File: config.mk
export PLATFORM = sky130hd
export DESIGN_NAME = hysteretic_two_path_selector
export DESIGN_NICKNAME = d
export VERILOG_FILES = /design/src/design/hts_pkg.sv /design/src/design/hysteretic_two_path_selector.sv /design/src/design/hts_lock.sv /design/src/design/hts_choice.sv
export SDC_FILE = /design/constraint.sdc
export NUM_CORES = 1
export LEC_CHECK = 0
export BUFFER_PORTS_ARGS = -buffer_cell sky130_fd_sc_hd__buf_4
export CORE_MARGIN = 5
export CORE_UTILIZATION = 51
export CTS_BUF_LIST = sky130_fd_sc_hd__clkbuf_4
export DETAILED_ROUTE_END_ITERATION = 10
export PLACE_DENSITY = 0.7
export SYNTH_ARGS = -nofsm -noshare
export SYNTH_HDL_FRONTEND = slang
export SYNTH_SLANG_ARGS = --single-unit
File: constraint.sdc
create_clock -name clk_i -period 17.9 [get_ports clk_i]
set_clock_uncertainty 0.2 [all_clocks]
set_input_delay 1.79 -clock clk_i [delete_from_list [all_inputs] [get_ports clk_i]]
set_output_delay 1.79 -clock clk_i [all_outputs]
set_load 0.005 [all_outputs]
File: src/design/hts_pkg.sv
`timescale 1ns / 1ps
`default_nettype none

package hts_pkg;

  // Path codes
  localparam logic [1:0] PATH_NONE = 2'd0;
  localparam logic [1:0] PATH_ONE  = 2'd1;
  localparam logic [1:0] PATH_TWO  = 2'd2;

  // Saturation limit of the 4-bit confirm counters
  localparam logic [3:0] CNT_MAX = 4'd15;

  // Register indexes on the configuration port
  localparam logic [2:0] REG_SWITCH_MARGIN  = 3'd0;
  localparam logic [2:0] REG_FORCE_DISTANCE = 3'd1;
  localparam logic [2:0] REG_FORCE_MARGIN   = 3'd2;
  localparam logic [2:0] REG_LOCK_ENTER     = 3'd3;
  localparam logic [2:0] REG_LOCK_EXIT      = 3'd4;
  localparam logic [2:0] REG_MIN_HOLD_MS    = 3'd5;
  localparam logic [2:0] REG_COOLDOWN_MS    = 3'd6;
  localparam logic [2:0] REG_UNLOCK_HOLD_MS = 3'd7;

  // Register reset values
  localparam logic [15:0] RST_SWITCH_MARGIN  = 16'd300;
  localparam logic [15:0] RST_FORCE_DISTANCE = 16'd2000;
  localparam logic [15:0] RST_FORCE_MARGIN   = 16'd1000;
  localparam logic [15:0] RST_LOCK_ENTER     = 16'd250;
  localparam logic [15:0] RST_LOCK_EXIT      = 16'd600;
  localparam logic [15:0] RST_MIN_HOLD_MS    = 16'd500;
  localparam logic [15:0] RST_COOLDOWN_MS    = 16'd500;
  localparam logic [15:0] RST_UNLOCK_HOLD_MS = 16'd0;

  typedef struct packed {
    logic [15:0] switch_margin;
    logic [15:0] force_distance;
    logic [15:0] force_margin;
    logic [15:0] lock_enter;
    logic [15:0] lock_exit;
    logic [15:0] min_hold_ms;
    logic [15:0] cooldown_ms;
    logic [15:0] unlock_hold_ms;
  } hts_cfg_t;

  // Overlap lock state
  typedef struct packed {
    logic        flag;
    logic [3:0]  enter_cnt;
    logic [3:0]  exit_cnt;
    logic [31:0] unlock_time;
    logic        unlock_set;
  } hts_lock_t;

  // Path selection state
  typedef struct packed {
    logic [1:0]  stable;
    logic [31:0] switch_time;
    logic [1:0]  pend_choice;
    logic [3:0]  pend_cnt;
  } hts_sel_t;

endpackage

`default_nettype wire

File: src/design/hysteretic_two_path_selector.sv
`timescale 1ns / 1ps
`default_nettype none

// Channel    Dir  Beat                         Accepted when
// s_axis     in   one frame of path metrics    s_axis_tvalid_i && s_axis_tready_o
// m_axis     out  chosen path and lock state   m_axis_tvalid_o && m_axis_tready_i
// cfg        in   register write, 16 bit       cfg_we_i
//
// One result beat for every input beat; a frame sits in the input register and
// then in the result register. Throughput is one frame per cycle while the result
// register drains (m_axis_tready_i high): the lock and selection state update in the
// same cycle that a frame moves from the input register into the result register.
// Reset clears the control, lock and selection state and loads the register defaults; no clearing pass.
// A stalled result register holds the frame in the input register and drops
// s_axis_tready_o only when both are full.
module hysteretic_two_path_selector #(
  parameter int CONFIRM_SWITCH = 3,
  parameter int CONFIRM_ENTER  = 3,
  parameter int CONFIRM_EXIT   = 10,
  parameter int MIN_POINTS     = 5,
  parameter int LOCK_ENABLE    = 1
) (
  input  wire logic         clk_i,
  input  wire logic         rst_ni,
  // Input stream
  input  wire logic         s_axis_tvalid_i,
  output logic              s_axis_tready_o,
  // tdata: time_ms[31:0], dist_one[47:32], dist_two[63:48], points_one[73:64],
  //        points_two[83:74], separation[99:84], zero pad[103:100]
  input  wire logic [103:0] s_axis_tdata_i,
  // tuser: found_one[0], found_two[1], separation_known[2]
  input  wire logic [2:0]   s_axis_tuser_i,
  // Result stream
  output logic              m_axis_tvalid_o,
  input  wire logic         m_axis_tready_i,
  // tdata: chosen_path[1:0], locked[2], zero pad[7:3]
  output logic [7:0]        m_axis_tdata_o,
  // Configuration writes
  input  wire logic         cfg_we_i,
  input  wire logic [2:0]   cfg_idx_i,
  input  wire logic [15:0]  cfg_data_i
);

  hts_pkg::hts_cfg_t  cfg_q;
  hts_pkg::hts_lock_t lock_q;
  hts_pkg::hts_lock_t lock_d;
  hts_pkg::hts_sel_t  sel_q;
  hts_pkg::hts_sel_t  sel_mid;
  hts_pkg::hts_sel_t  sel_d;

  logic         in_valid_q;
  logic [103:0] in_data_q;
  logic [2:0]   in_user_q;
  logic         out_valid_q;
  logic [1:0]   out_path_q;
  logic         out_locked_q;

  logic         in_accept;
  logic         advance;
  logic         released;

  logic [31:0]  now;
  logic [15:0]  dist_one;
  logic [15:0]  dist_two;
  logic [9:0]   points_one;
  logic [9:0]   points_two;
  logic [15:0]  separation;
  logic         valid_one;
  logic         valid_two;

  // Move the held frame into the result register when that register is free or draining
  assign advance         = in_valid_q && (!out_valid_q || m_axis_tready_i);
  assign s_axis_tready_o = !in_valid_q || advance;
  assign in_accept       = s_axis_tvalid_i && s_axis_tready_o;

  assign now        = in_data_q[31:0];
  assign dist_one   = in_data_q[47:32];
  assign dist_two   = in_data_q[63:48];
  assign points_one = in_data_q[73:64];
  assign points_two = in_data_q[83:74];
  assign separation = in_data_q[99:84];

  // A path counts only when found with enough points
  assign valid_one = in_user_q[0] && (points_one >= 10'(MIN_POINTS));
  assign valid_two = in_user_q[1] && (points_two >= 10'(MIN_POINTS));

  hts_lock #(
    .CONFIRM_ENTER (CONFIRM_ENTER),
    .CONFIRM_EXIT  (CONFIRM_EXIT),
    .LOCK_ENABLE   (LOCK_ENABLE)
  ) u_lock (
    .now_i        (now),
    .sep_i        (separation),
    .sep_known_i  (in_user_q[2]),
    .valid_one_i  (valid_one),
    .valid_two_i  (valid_two),
    .lock_enter_i (cfg_q.lock_enter),
    .lock_exit_i  (cfg_q.lock_exit),
    .cur_i        (lock_q),
    .nxt_o        (lock_d),
    .release_o    (released)
  );

  // A lock release restarts the switch timer before the path decision sees it
  always_comb begin
    sel_mid = sel_q;
    if (released) begin
      sel_mid.switch_time = now;
    end
  end

  hts_choice #(
    .CONFIRM_SWITCH (CONFIRM_SWITCH)
  ) u_choice (
    .now_i        (now),
    .dist_one_i   (dist_one),
    .dist_two_i   (dist_two),
    .valid_one_i  (valid_one),
    .valid_two_i  (valid_two),
    .cfg_i        (cfg_q),
    .lock_i       (lock_d),
    .cur_i        (sel_mid),
    .nxt_o        (sel_d)
  );

  // Control state, state of the selector and registers
  always_ff @(posedge clk_i or negedge rst_ni) begin
    if (!rst_ni) begin
      in_valid_q           <= 1'b0;
      out_valid_q          <= 1'b0;
      lock_q               <= '0;
      sel_q                <= '0;
      cfg_q.switch_margin  <= hts_pkg::RST_SWITCH_MARGIN;
      cfg_q.force_distance <= hts_pkg::RST_FORCE_DISTANCE;
      cfg_q.force_margin   <= hts_pkg::RST_FORCE_MARGIN;
      cfg_q.lock_enter     <= hts_pkg::RST_LOCK_ENTER;
      cfg_q.lock_exit      <= hts_pkg::RST_LOCK_EXIT;
      cfg_q.min_hold_ms    <= hts_pkg::RST_MIN_HOLD_MS;
      cfg_q.cooldown_ms    <= hts_pkg::RST_COOLDOWN_MS;
      cfg_q.unlock_hold_ms <= hts_pkg::RST_UNLOCK_HOLD_MS;
    end else begin
      if (in_accept) begin
        in_valid_q <= 1'b1;
      end else if (advance) begin
        in_valid_q <= 1'b0;
      end

      if (advance) begin
        out_valid_q <= 1'b1;
        lock_q      <= lock_d;
        sel_q       <= sel_d;
      end else if (m_axis_tready_i) begin
        out_valid_q <= 1'b0;
      end

      if (cfg_we_i) begin
        case (cfg_idx_i)
          hts_pkg::REG_SWITCH_MARGIN:  cfg_q.switch_margin  <= cfg_data_i;
          hts_pkg::REG_FORCE_DISTANCE: cfg_q.force_distance <= cfg_data_i;
          hts_pkg::REG_FORCE_MARGIN:   cfg_q.force_margin   <= cfg_data_i;
          hts_pkg::REG_LOCK_ENTER:     cfg_q.lock_enter     <= cfg_data_i;
          hts_pkg::REG_LOCK_EXIT:      cfg_q.lock_exit      <= cfg_data_i;
          hts_pkg::REG_MIN_HOLD_MS:    cfg_q.min_hold_ms    <= cfg_data_i;
          hts_pkg::REG_COOLDOWN_MS:    cfg_q.cooldown_ms    <= cfg_data_i;
          hts_pkg::REG_UNLOCK_HOLD_MS: cfg_q.unlock_hold_ms <= cfg_data_i;
          default: begin
          end
        endcase
      end
    end
  end

  // Payload: input frame and result fields
  always_ff @(posedge clk_i) begin
    if (in_accept) begin
      in_data_q <= s_axis_tdata_i;
      in_user_q <= s_axis_tuser_i;
    end
    if (advance) begin
      out_path_q   <= sel_d.stable;
      out_locked_q <= lock_d.flag;
    end
  end

  assign m_axis_tvalid_o = out_valid_q;
  assign m_axis_tdata_o  = {5'd0, out_locked_q, out_path_q};

  // A delivered result always names a real path
  assert property (@(posedge clk_i) disable iff (!rst_ni)
    m_axis_tvalid_o |-> (out_path_q == hts_pkg::PATH_ONE || out_path_q == hts_pkg::PATH_TWO))
    else $error("result beat without a chosen path");

  // Once a frame has been processed, a path stays chosen
  assert property (@(posedge clk_i) disable iff (!rst_ni)
    $past(advance) |-> (sel_q.stable != hts_pkg::PATH_NONE))
    else $error("selection lost after a frame");

  // Entry counter is idle while locked, exit counter is idle while unlocked
  assert property (@(posedge clk_i) disable iff (!rst_ni)
    lock_q.flag |-> (lock_q.enter_cnt == 4'd0))
    else $error("enter counter running while locked");

  assert property (@(posedge clk_i) disable iff (!rst_ni)
    !lock_q.flag |-> (lock_q.exit_cnt == 4'd0))
    else $error("exit counter running while unlocked");

  // A pending count always belongs to a pending path
  assert property (@(posedge clk_i) disable iff (!rst_ni)
    (sel_q.pend_cnt != 4'd0) |-> (sel_q.pend_choice != hts_pkg::PATH_NONE))
    else $error("pending count without a pending path");

endmodule

`default_nettype wire

File: src/design/hts_lock.sv
`timescale 1ns / 1ps
`default_nettype none

module hts_lock #(
  parameter int CONFIRM_ENTER = 3,
  parameter int CONFIRM_EXIT  = 10,
  parameter int LOCK_ENABLE   = 1
) (
  input  wire logic [31:0]       now_i,
  input  wire logic [15:0]       sep_i,
  input  wire logic              sep_known_i,
  input  wire logic              valid_one_i,
  input  wire logic              valid_two_i,
  input  wire logic [15:0]       lock_enter_i,
  input  wire logic [15:0]       lock_exit_i,
  input  wire hts_pkg::hts_lock_t cur_i,
  output hts_pkg::hts_lock_t     nxt_o,
  output logic                   release_o
);

  localparam logic [3:0] NEED_ENTER = (CONFIRM_ENTER < 1) ? 4'd1 : 4'(CONFIRM_ENTER);
  localparam logic [3:0] NEED_EXIT  = (CONFIRM_EXIT < 1) ? 4'd1 : 4'(CONFIRM_EXIT);

  logic       ready;
  logic [3:0] enter_inc;
  logic [3:0] exit_inc;

  assign ready = (LOCK_ENABLE != 0) && valid_one_i && valid_two_i && sep_known_i;

  assign enter_inc = cur_i.enter_cnt +
                     4'((cur_i.enter_cnt < NEED_ENTER) && (cur_i.enter_cnt != hts_pkg::CNT_MAX));
  assign exit_inc  = cur_i.exit_cnt +
                     4'((cur_i.exit_cnt < NEED_EXIT) && (cur_i.exit_cnt != hts_pkg::CNT_MAX));

  always_comb begin
    nxt_o     = cur_i;
    release_o = 1'b0;
    if (!ready) begin
      nxt_o.flag       = 1'b0;
      nxt_o.enter_cnt  = '0;
      nxt_o.exit_cnt   = '0;
      nxt_o.unlock_set = 1'b0;
    end else if (!cur_i.flag) begin
      if (sep_i < lock_enter_i) begin
        nxt_o.enter_cnt = enter_inc;
        if ((enter_inc >= NEED_ENTER) || (enter_inc == hts_pkg::CNT_MAX)) begin
          nxt_o.flag       = 1'b1;
          nxt_o.enter_cnt  = '0;
          nxt_o.exit_cnt   = '0;
          nxt_o.unlock_set = 1'b0;
        end
      end else begin
        nxt_o.enter_cnt = '0;
      end
    end else begin
      if (sep_i > lock_exit_i) begin
        nxt_o.exit_cnt = exit_inc;
        if ((exit_inc >= NEED_EXIT) || (exit_inc == hts_pkg::CNT_MAX)) begin
          nxt_o.flag        = 1'b0;
          nxt_o.exit_cnt    = '0;
          nxt_o.enter_cnt   = '0;
          nxt_o.unlock_time = now_i;
          nxt_o.unlock_set  = 1'b1;
          release_o         = 1'b1;
        end
      end else begin
        nxt_o.exit_cnt = '0;
      end
    end
  end

endmodule

`default_nettype wire

File: src/design/hts_choice.sv
`timescale 1ns / 1ps
`default_nettype none

module hts_choice #(
  parameter int CONFIRM_SWITCH = 3
) (
  input  wire logic [31:0]        now_i,
  input  wire logic [15:0]        dist_one_i,
  input  wire logic [15:0]        dist_two_i,
  input  wire logic               valid_one_i,
  input  wire logic               valid_two_i,
  input  wire hts_pkg::hts_cfg_t  cfg_i,
  input  wire hts_pkg::hts_lock_t lock_i,
  input  wire hts_pkg::hts_sel_t  cur_i,
  output hts_pkg::hts_sel_t       nxt_o
);

  localparam logic [3:0] NEED_SWITCH = (CONFIRM_SWITCH < 1) ? 4'd1 : 4'(CONFIRM_SWITCH);

  logic [1:0]  other;
  logic [15:0] dist_cur;
  logic [15:0] dist_oth;
  logic        force_sw;
  logic        margin_sw;
  logic        hold_ok;
  logic        unlock_hold;
  logic [3:0]  pend_inc;
  logic [31:0] since_unlock;
  logic [31:0] since_switch;

  assign other    = (cur_i.stable == hts_pkg::PATH_ONE) ? hts_pkg::PATH_TWO : hts_pkg::PATH_ONE;
  assign dist_cur = (cur_i.stable == hts_pkg::PATH_ONE) ? dist_one_i : dist_two_i;
  assign dist_oth = (cur_i.stable == hts_pkg::PATH_ONE) ? dist_two_i : dist_one_i;

  // Sums at 17 bits so they never wrap
  assign force_sw  = (dist_cur > cfg_i.force_distance) ||
                     (({1'b0, dist_oth} + {1'b0, cfg_i.force_margin}) < {1'b0, dist_cur});
  assign margin_sw = ({1'b0, dist_oth} + {1'b0, cfg_i.switch_margin}) < {1'b0, dist_cur};

  assign since_switch = now_i - cur_i.switch_time;
  assign since_unlock = now_i - lock_i.unlock_time;
  assign hold_ok      = since_switch >= {16'd0, cfg_i.min_hold_ms};
  assign unlock_hold  = !lock_i.flag && (cfg_i.unlock_hold_ms != 16'd0) && lock_i.unlock_set &&
                        (since_unlock < {16'd0, cfg_i.unlock_hold_ms});

  assign pend_inc = cur_i.pend_cnt + 4'(cur_i.pend_cnt != hts_pkg::CNT_MAX);

  always_comb begin
    logic [1:0]  decided;
    logic        skip_cool;
    logic [31:0] since_new;
    decided   = cur_i.stable;
    skip_cool = 1'b0;
    since_new = '0;
    nxt_o     = cur_i;
    if ((cur_i.stable != hts_pkg::PATH_ONE) && (cur_i.stable != hts_pkg::PATH_TWO)) begin
      // First frame: take the nearer valid path, path one on a tie or with none valid
      if (valid_one_i && valid_two_i) begin
        nxt_o.stable = (dist_one_i <= dist_two_i) ? hts_pkg::PATH_ONE : hts_pkg::PATH_TWO;
      end else if (valid_two_i) begin
        nxt_o.stable = hts_pkg::PATH_TWO;
      end else begin
        nxt_o.stable = hts_pkg::PATH_ONE;
      end
      nxt_o.switch_time = now_i;
      skip_cool         = 1'b1;
    end else begin
      if (!valid_one_i && valid_two_i) begin
        decided = hts_pkg::PATH_TWO;
      end else if (valid_one_i && !valid_two_i) begin
        decided = hts_pkg::PATH_ONE;
      end else if (valid_one_i && valid_two_i) begin
        if (unlock_hold) begin
          nxt_o.pend_choice = hts_pkg::PATH_NONE;
          nxt_o.pend_cnt    = '0;
          skip_cool         = 1'b1;
        end else if (force_sw) begin
          decided = other;
        end else if (!lock_i.flag) begin
          if (margin_sw && hold_ok) begin
            if (cur_i.pend_choice == other) begin
              nxt_o.pend_cnt = pend_inc;
            end else begin
              nxt_o.pend_choice = other;
              nxt_o.pend_cnt    = 4'd1;
            end
            if ((nxt_o.pend_cnt >= NEED_SWITCH) || (nxt_o.pend_cnt == hts_pkg::CNT_MAX)) begin
              decided = other;
            end
          end else begin
            nxt_o.pend_choice = hts_pkg::PATH_NONE;
            nxt_o.pend_cnt    = '0;
          end
        end
      end
      if (!skip_cool) begin
        if (decided != cur_i.stable) begin
          nxt_o.stable      = decided;
          nxt_o.switch_time = now_i;
          nxt_o.pend_choice = hts_pkg::PATH_NONE;
          nxt_o.pend_cnt    = '0;
        end
        // Cooldown: drop any pending switch shortly after a switch while unlocked
        since_new = now_i - nxt_o.switch_time;
        if (!lock_i.flag && (since_new < {16'd0, cfg_i.cooldown_ms})) begin
          nxt_o.pend_choice = hts_pkg::PATH_NONE;
          nxt_o.pend_cnt    = '0;
        end
      end
    end
  end

endmodule

`default_nettype wire
# After elaboration in Yosys (flattened, before gate mapping)
# Index checks and enable logic that the tools add are counted.
dict set report op_classes {
  eq_ne 22
  n_mux 68
  order_cmp 16
  n_bitwise 1
  n_reduce_logical 42
  add_sub_neg 8
}
# cell n
set ops {}
lappend ops {{$mux 40} 4}
lappend ops {{$mux 32} 3}
lappend ops {{$sub 32x32->32} 3}
lappend ops {{$lt 32x16->1} 2}
lappend ops {{$mux 4} 12}
lappend ops {{$mux 6} 8}
lappend ops {{$mux 42} 1}
lappend ops {{$add 16x16->17} 2}
lappend ops {{$lt 17x16->1} 2}
lappend ops {{$mux 34} 1}
lappend ops {{$mux 33} 1}
lappend ops {{$ge 32x16->1} 1}
lappend ops {{$gt 16x16->1} 2}
lappend ops {{$mux 16} 2}
lappend ops {{$mux 2} 14}
lappend ops {{$mux 9} 3}
lappend ops {{$ge 10x3->1 const B} 2}
lappend ops {{$mux 1} 18}
lappend ops {{$reduce_and 2->1} 9}
lappend ops {{$le 16x16->1} 1}
lappend ops {{$logic_and 1x1->1} 16}
lappend ops {{$lt 16x16->1} 1}
lappend ops {{$reduce_bool 16->1} 1}
lappend ops {{$add 4x1->4} 3}
lappend ops {{22 further kinds} 45}
dict set report word_totals {
  regBits 318
  out_inout_bits 10
  elab_cells 180
  inputBits 131
}

# Logic depth before layout (Yosys ltp)
dict set report logic_depth {
  ltp_word 42
  ltp_mapped 68
  ltp_nobuf 60
}

# Modules after synthesis
# From an unflattened synthesis, not the netlist that was laid out.
dict set report hier_totals {
  cells_unflattened 2554
  area_unflattened_um2 25269.2
}
# mod n_inst area_per_inst_um2 seq_area_each_um2 cells_each
set by_module_without_submodules {}
lappend by_module_without_submodules {hts_choice 1 11890.2 0.0 1735}
lappend by_module_without_submodules {hysteretic_two_path_selector 1 11706.2 8535.7 619}
lappend by_module_without_submodules {hts_lock 1 1672.9 0.0 200}

# Worst setup path before layout
# OpenSTA, ideal clock, no wires.
dict set report synth_path {
  path_kind {flip-flop to flip-flop}
  start {reg lock_q[35] (netlist name)}
  end {reg sel_q (netlist bit sel_mid[4])}
  stages_incl_launch_ff 67
  required_time_ns 17.578
  setup_ns 0.122
  setup_slack_ns 4.942
  period_less_slack_ns 12.958
  arrival_time_ns 12.637
  path_cell_list {dfrtp_1 buf_2 o21ai_0 ha_1 ha_1 xor2_1 o211ai_1 nor3_1 nand2_1 nor2_2 buf_4 buf_1 clkbuf_1 nand2_1 nand2_1 ha_1 inv_1 ha_1 [... 31 more ...] nor3_1 a211oi_1 nor2_1 xnor2_1 ha_1 nor2b_1 o21ai_0 nand2b_1 a2111oi_0 o2111ai_1 nor3b_1 a21boi_0 a311o_1 o2111ai_1 nor4b_1 and4_4 o21ai_2 a32o_1}
}
dict set report synth_via {
  elab_chain_cells 30
}
# element line_no
set synth_rtl {}
lappend synth_rtl {{start, declared} hysteretic_two_path_selector.sv:45} ;# hts_pkg::hts_lock_t lock_q;
lappend synth_rtl {{start signal, assigned} hysteretic_two_path_selector.sv:150} ;# lock_q <= lock_d;
lappend synth_rtl {{$lt 4x4->1 / $ne 4x4->1 (equally long branches)} hts_lock.sv:33} ;# 4'((cur_i.exit_cnt < NEED_EXIT) && (cur_i.exit_cnt != hts_pkg::CNT_MAX));
lappend synth_rtl {{$logic_and 1x1->1} hts_lock.sv:33}
lappend synth_rtl {{$add 4x1->4 *} hts_lock.sv:32} ;# assign exit_inc = cur_i.exit_cnt +
lappend synth_rtl {{$ge 4x4->1 / $eq 4x4->1 (equally long branches)} hts_lock.sv:58} ;# if ((exit_inc >= NEED_EXIT) || (exit_inc == hts_pkg::CNT_MAX)) begin
lappend synth_rtl {{$logic_or 1x1->1 *} hts_lock.sv:58}
lappend synth_rtl {{$mux 1} hts_lock.sv:58}
lappend synth_rtl {{$mux 1} hts_lock.sv:56} ;# if (sep_i > lock_exit_i) begin
lappend synth_rtl {{$mux 1} hts_lock.sv:43} ;# end else if (!cur_i.flag) begin
lappend synth_rtl {{[... 14 more ...]} n/a}
lappend synth_rtl {{$mux 40} hts_choice.sv:97} ;# if (decided != cur_i.stable) begin
lappend synth_rtl {{$mux 40} hts_choice.sv:96} ;# if (!skip_cool) begin
lappend synth_rtl {{$mux 40} hts_choice.sv:56} ;# if ((cur_i.stable != hts_pkg::PATH_ONE) && (cur_i.stable != hts_pkg::PATH_TWO)) begin
lappend synth_rtl {{$sub 32x32->32} hts_choice.sv:104} ;# since_new = now_i - nxt_o.switch_time;
lappend synth_rtl {{$lt 32x16->1} hts_choice.sv:105} ;# if (!lock_i.flag && (since_new < {16'd0, cfg_i.cooldown_ms})) begin
lappend synth_rtl {{$logic_and 1x1->1} hts_choice.sv:105}
lappend synth_rtl {{$mux 6} hts_choice.sv:105}
lappend synth_rtl {{$mux 40 *} hts_choice.sv:96}
lappend synth_rtl {{end signal, assigned} hysteretic_two_path_selector.sv:151} ;# sel_q <= sel_d;
lappend synth_rtl {{end, declared} hysteretic_two_path_selector.sv:47} ;# hts_pkg::hts_sel_t sel_q;
# Mark *: on every way between the ends. The rest lies on a longest branch, timed or not. The select of a mux whose other input is x is not followed.
# A chain may end at the register's enable or synchronous reset.

# Final worst setup path
dict set report layout_path {
  start {reg cfg_q[57] (netlist name)}
  end {reg sel_q (netlist bit sel_mid[1])}
}
dict set report layout_via {
  elab_chain_cells 25
}
# element line_no
set layout_rtl {}
lappend layout_rtl {{start, declared} hysteretic_two_path_selector.sv:44} ;# hts_pkg::hts_cfg_t cfg_q;
lappend layout_rtl {{$gt 16x16->1 *} hts_lock.sv:56}
lappend layout_rtl {{$mux 1} hts_lock.sv:56}
lappend layout_rtl {{$mux 1} hts_lock.sv:43}
lappend layout_rtl {{$mux 1} hts_lock.sv:38} ;# if (!ready) begin
lappend layout_rtl {{$mux 32} hysteretic_two_path_selector.sv:107} ;# if (released) begin
lappend layout_rtl {{$sub 32x32->32} hts_choice.sv:40} ;# assign since_switch = now_i - cur_i.switch_time;
lappend layout_rtl {{$ge 32x16->1} hts_choice.sv:42} ;# assign hold_ok = since_switch >= {16'd0, cfg_i.min_hold_ms};
lappend layout_rtl {{$logic_and 1x1->1} hts_choice.sv:80} ;# if (margin_sw && hold_ok) begin
lappend layout_rtl {{[... 9 more ...]} n/a}
lappend layout_rtl {{$mux 40} hts_choice.sv:97}
lappend layout_rtl {{$mux 40} hts_choice.sv:96}
lappend layout_rtl {{$mux 40} hts_choice.sv:56}
lappend layout_rtl {{$sub 32x32->32} hts_choice.sv:104}
lappend layout_rtl {{$lt 32x16->1} hts_choice.sv:105}
lappend layout_rtl {{$logic_and 1x1->1} hts_choice.sv:105}
lappend layout_rtl {{$mux 6} hts_choice.sv:105}
lappend layout_rtl {{$mux 40 *} hts_choice.sv:96}
# Marks and branches as above.

==> results.md <==
* Max stage delay cell, worst path: nor4_2
* GRT Total Usage at 26.7%
* Internal power consumption at 2.32 mW
* R2R Setup Slk at 3.25 ns
* Worst-path clk slew at 0.06 ns
* Placement Rows at 80
* Remaining global-route overflow at 0
* Sequential cell fraction of total power at 22.8%
* Number of global-route vias before repair at 21155
* Die height at 230 um
* Critical path launch point type: flip-flop
* Largest driver fanout on the critical path at 33
* Largest net degree at the start of global routing at 83
* Total of endpoints with negative setup slack in the final report at 0
* Synth Instances at 2683
* DIE AREA at 0.0528 mm^2
* Clock power share at 16.4%
* Number of nets in the layout at 3200
* Area of the placeable core at 0.0477 mm^2
* Library cells used by synthesis at 99
* Switch share at 46.2%
* Antenna violations before repair at 2
* Switching component of the power at 1.99 mW
* Final antenna-violating net count at 0
* Status: finished, final reports clean
* WP data required at 18.44 ns
* Detailed Route WL at 71800 um
* Power per standard cell area at 158 mW/mm^2
* Iteration count of the initial detailed-routing pass at 6
* Max-slew headroom at the worst pin at 31.8%
* Starting Density at 51.6%
* Pwr Total at 4.31 mW
* Final hold vios at 0
* Slew at the pin closest to its max-slew limit at 1.02 ns
* Fin util at 57.3%
* M2 GR Usage at 44.4%
* Fraction of final layout cells sized beyond drive strength 1 at 18.2%
* Top-Level Pins at 141
* Number of maximum-capacitance violations at 0
* Input/output buffers at 131
* Share of flip-flops with an asynchronous set or reset after synthesis at 66.7%
* Kind of critical path: flip-flop to flip-flop
* Number of pins exceeding their max-slew limit in the final report at 0
* Die Span X at 230 um
* Hold Crit Class: flip-flop to flip-flop
* Met3 global-route usage at 4.03%
* Via-per-instance ratio at 6.06
* VDD IR max at 0.0807 mV
* Worst path most repeated cell: ha_1
* Total number of yosys warnings at 0
* Final hold slack at 0.279 ns
* Layer carrying the most global-route usage: met2
* Final worst path period need at 14.65 ns
* Filler instances at 4246
* Global-route wire length before repair at 114000 um
* DP HPWL at 55200 um
* Cts bufs inserted at 89
* RSZ-0062 raised after global routing: no
* Endpoint kind of the worst setup timing path: flip-flop
* #FFs+latches synth at 318
* Number of levels in the clock H-tree at 3
* Maximum buffer depth of the clock tree at 3
* Global routing usage on met1 at 35.2%
* Pre-CTS WS at 3.66 ns
* Static Leakage at 12.1 nW
* Commonest register cell after synthesis: dfrtp_1
* TritonCTS clock tree: built
* Placer Congestion at 0.979
* Starting DRT DRC Count at 1569
* Final routed wire length divided by cell count at 20.5 um
* Hold bufs inserted after CTS at 0
* Number of enable flip-flop cells after synthesis at 106
* Post-cts gate resize count at 0
* Routed vias at 21243
* Worst Path Arrival at 15.18 ns
* Setup repair bufs after CTS at 0
* Comb pwr share at 60.8%
* Post-route DRC violation count at 0
* Worst path max stage delay at 0.65 ns
* CTS Root Cell: clkbuf_4
* Average size of a mapped cell at 9.18 um^2
* Layout overhead on the synthesized area at 11.0%
* Worst path setup slack after routing at 3.25 ns
* Clock insertion delay at the later pin of the skew report at 0.86 ns
* Fin crit share at 81.8%
* Sum of negative setup slack at 0 ns
* Mapped Area at 0.0246 mm^2
* Part of the Yosys area used for sequential elements at 34.6%
* Sinks on the clock net at 318
* Peak clock frequency supported by timing at 68.3 MHz
## power by group through the flow
stage                     sequential, mW  combinational, mW  clock (mW)
after CTS                          0.983               2.59       0.735
after floorplan                    0.963               1.92           0
final                              0.983               2.62       0.709
after global placement             0.988               2.51           0
after global routing               0.998               2.92       0.773
after detailed placement           0.996               2.57           0
## worst max-delay path, delay by kind of cell (launching register included)
kind	cells	cell delay, ns
XOR/XNOR	2	0.34
flip-flops	1	0.52
AND/OR/NAND/NOR	20	5.09
multiplexers	1	0.45
adder cells (fa/ha/maj)	6	1.90
AO/OA/AOI/OAI	23	5.01
buffers and inverters	4	0.99
## layout by cell type (no fill, tap or decap), types with 26 or more instances in the layout
cell type	count
nand2_1	261
ha_1	251
o21ai_0	224
inv_1	194
a21oi_1	185
dfrtp_1	174
mux2_2	147
buf_4	145
nor2_1	139
clkbuf_4	135
edfxtp_1	106
a21o_1	74
xnor2_1	59
mux2i_1	55
nor3_1	49
nand3_1	49
nand4_1	41
dfstp_2	38
nor2b_1	33
nand2b_1	32
o21a_1	32
o211ai_1	28
xor2_1	26
## worst paths after layout
check                           from          to  depth (start not counted)
max                        cfg_q[57]  sel_mid[1]                         56
min reg2reg                lock_q[3]   lock_q[3]                          2
max in group asynchronous     rst_ni    sel_q[6]                          3
min in group asynchronous     rst_ni  in_valid_q                          1
min                        lock_q[3]   lock_q[3]                          2
max reg2reg                cfg_q[57]  sel_mid[1]                         56
## stage by stage
stage / instance area (um^2) / std cells
finish: 27300 / 3505
global route: 27300 / 3505
CTS: 27300 / 3503
detailed placement: 26100 / 3338
global placement: 26100 / 3338
floorplan: 24700 / 2687
## cell type report
| class | count | area (um^2) | area share (%) |
|---|---|---|---|
| Clock inverter | 30 | 204 | 0.746 |
| Sequential cell | 318 | 8540 | 31.2 |
| Clock buffer | 135 | 1010 | 3.71 |
| Timing Repair Buffer | 146 | 1100 | 4.03 |
| Tap cell | 615 | 769 | 2.81 |
| Inverter | 194 | 728 | 2.66 |
| Multi-Input combinational cell | 2065 | 15000 | 54.8 |
| Antenna cell | 2 | 5.00 | 0.0183 |
## layer usage
metal / vias up / share of wire, %
li1: 10186 / -
met1: 10199 / 44
met2: 681 / 46
met3: 177 / 5.5
met4: 0 / 4.5
met5: - / 0
## registers in the layout, indices dropped and copies added (netlist names)
register,count
sel_mid,8
m_axis_tvalid_o,1
in_valid_q,1
out_path_q,2
cfg_q,128
sel_q,32
lock_q,42
out_locked_q,1
in_user_q,3
in_data_q,100
## cell usage after synthesis, types with 7 or more instances
| cell type | instances | area share [%] |
|---|---|---|
| nand2_1 | 263 | 4.0 |
| ha_1 | 252 | 13 |
| o21ai_0 | 225 | 4.6 |
| inv_1 | 194 | 3.0 |
| a21oi_1 | 185 | 3.8 |
| dfrtp_1 | 174 | 18 |
| mux2_2 | 147 | 6.7 |
| nor2_1 | 140 | 2.1 |
| edfxtp_1 | 106 | 13 |
| clkbuf_1 | 84 | 1.3 |
| a21o_1 | 74 | 2.3 |
| xnor2_1 | 59 | 2.1 |
| mux2i_1 | 55 | 2.2 |
| nor3_1 | 51 | 1.0 |
| nand3_1 | 49 | 1.0 |
| nand4_1 | 41 | 1.0 |
| dfstp_2 | 38 | 4.1 |
| nor2b_1 | 33 | 0.84 |
| nand2b_1 | 32 | 0.81 |
| o21a_1 | 32 | 0.97 |
| o211ai_1 | 28 | 0.85 |
| xor2_1 | 26 | 0.92 |
| a31oi_1 | 23 | 0.58 |
| nor4_1 | 23 | 0.58 |
| o21bai_1 | 22 | 0.67 |
| and3_1 | 20 | 0.51 |
| a211oi_1 | 19 | 0.58 |
| and2_1 | 16 | 0.41 |
| buf_2 | 13 | 0.26 |
| a2111oi_0 | 12 | 0.43 |
| and4_1 | 12 | 0.43 |
| o2111ai_1 | 11 | 0.39 |
| o22ai_1 | 11 | 0.28 |
| a21boi_0 | 10 | 0.30 |
| a221oi_1 | 10 | 0.36 |
| maj3_1 | 9 | 0.37 |
| nor3b_1 | 9 | 0.27 |
| a211o_1 | 8 | 0.28 |
| a22oi_1 | 8 | 0.24 |
| buf_4 | 7 | 0.21 |
| o31ai_1 | 7 | 0.21 |
## cell families after synthesis
group                    count (synthesis)  synth area share, %
AO/OA/AOI/OAI                          764                 20.0
multiplexers                           202                 8.95
adder cells (fa/ha/maj)                264                 13.4
flip-flops                             318                 34.6
XOR/XNOR                                86                 3.09
AND/OR/NAND/NOR                        744                 15.1
buffers and inverters                  304                 4.86
other                                    1               0.0152
Power figures use the tool's default switching activity.
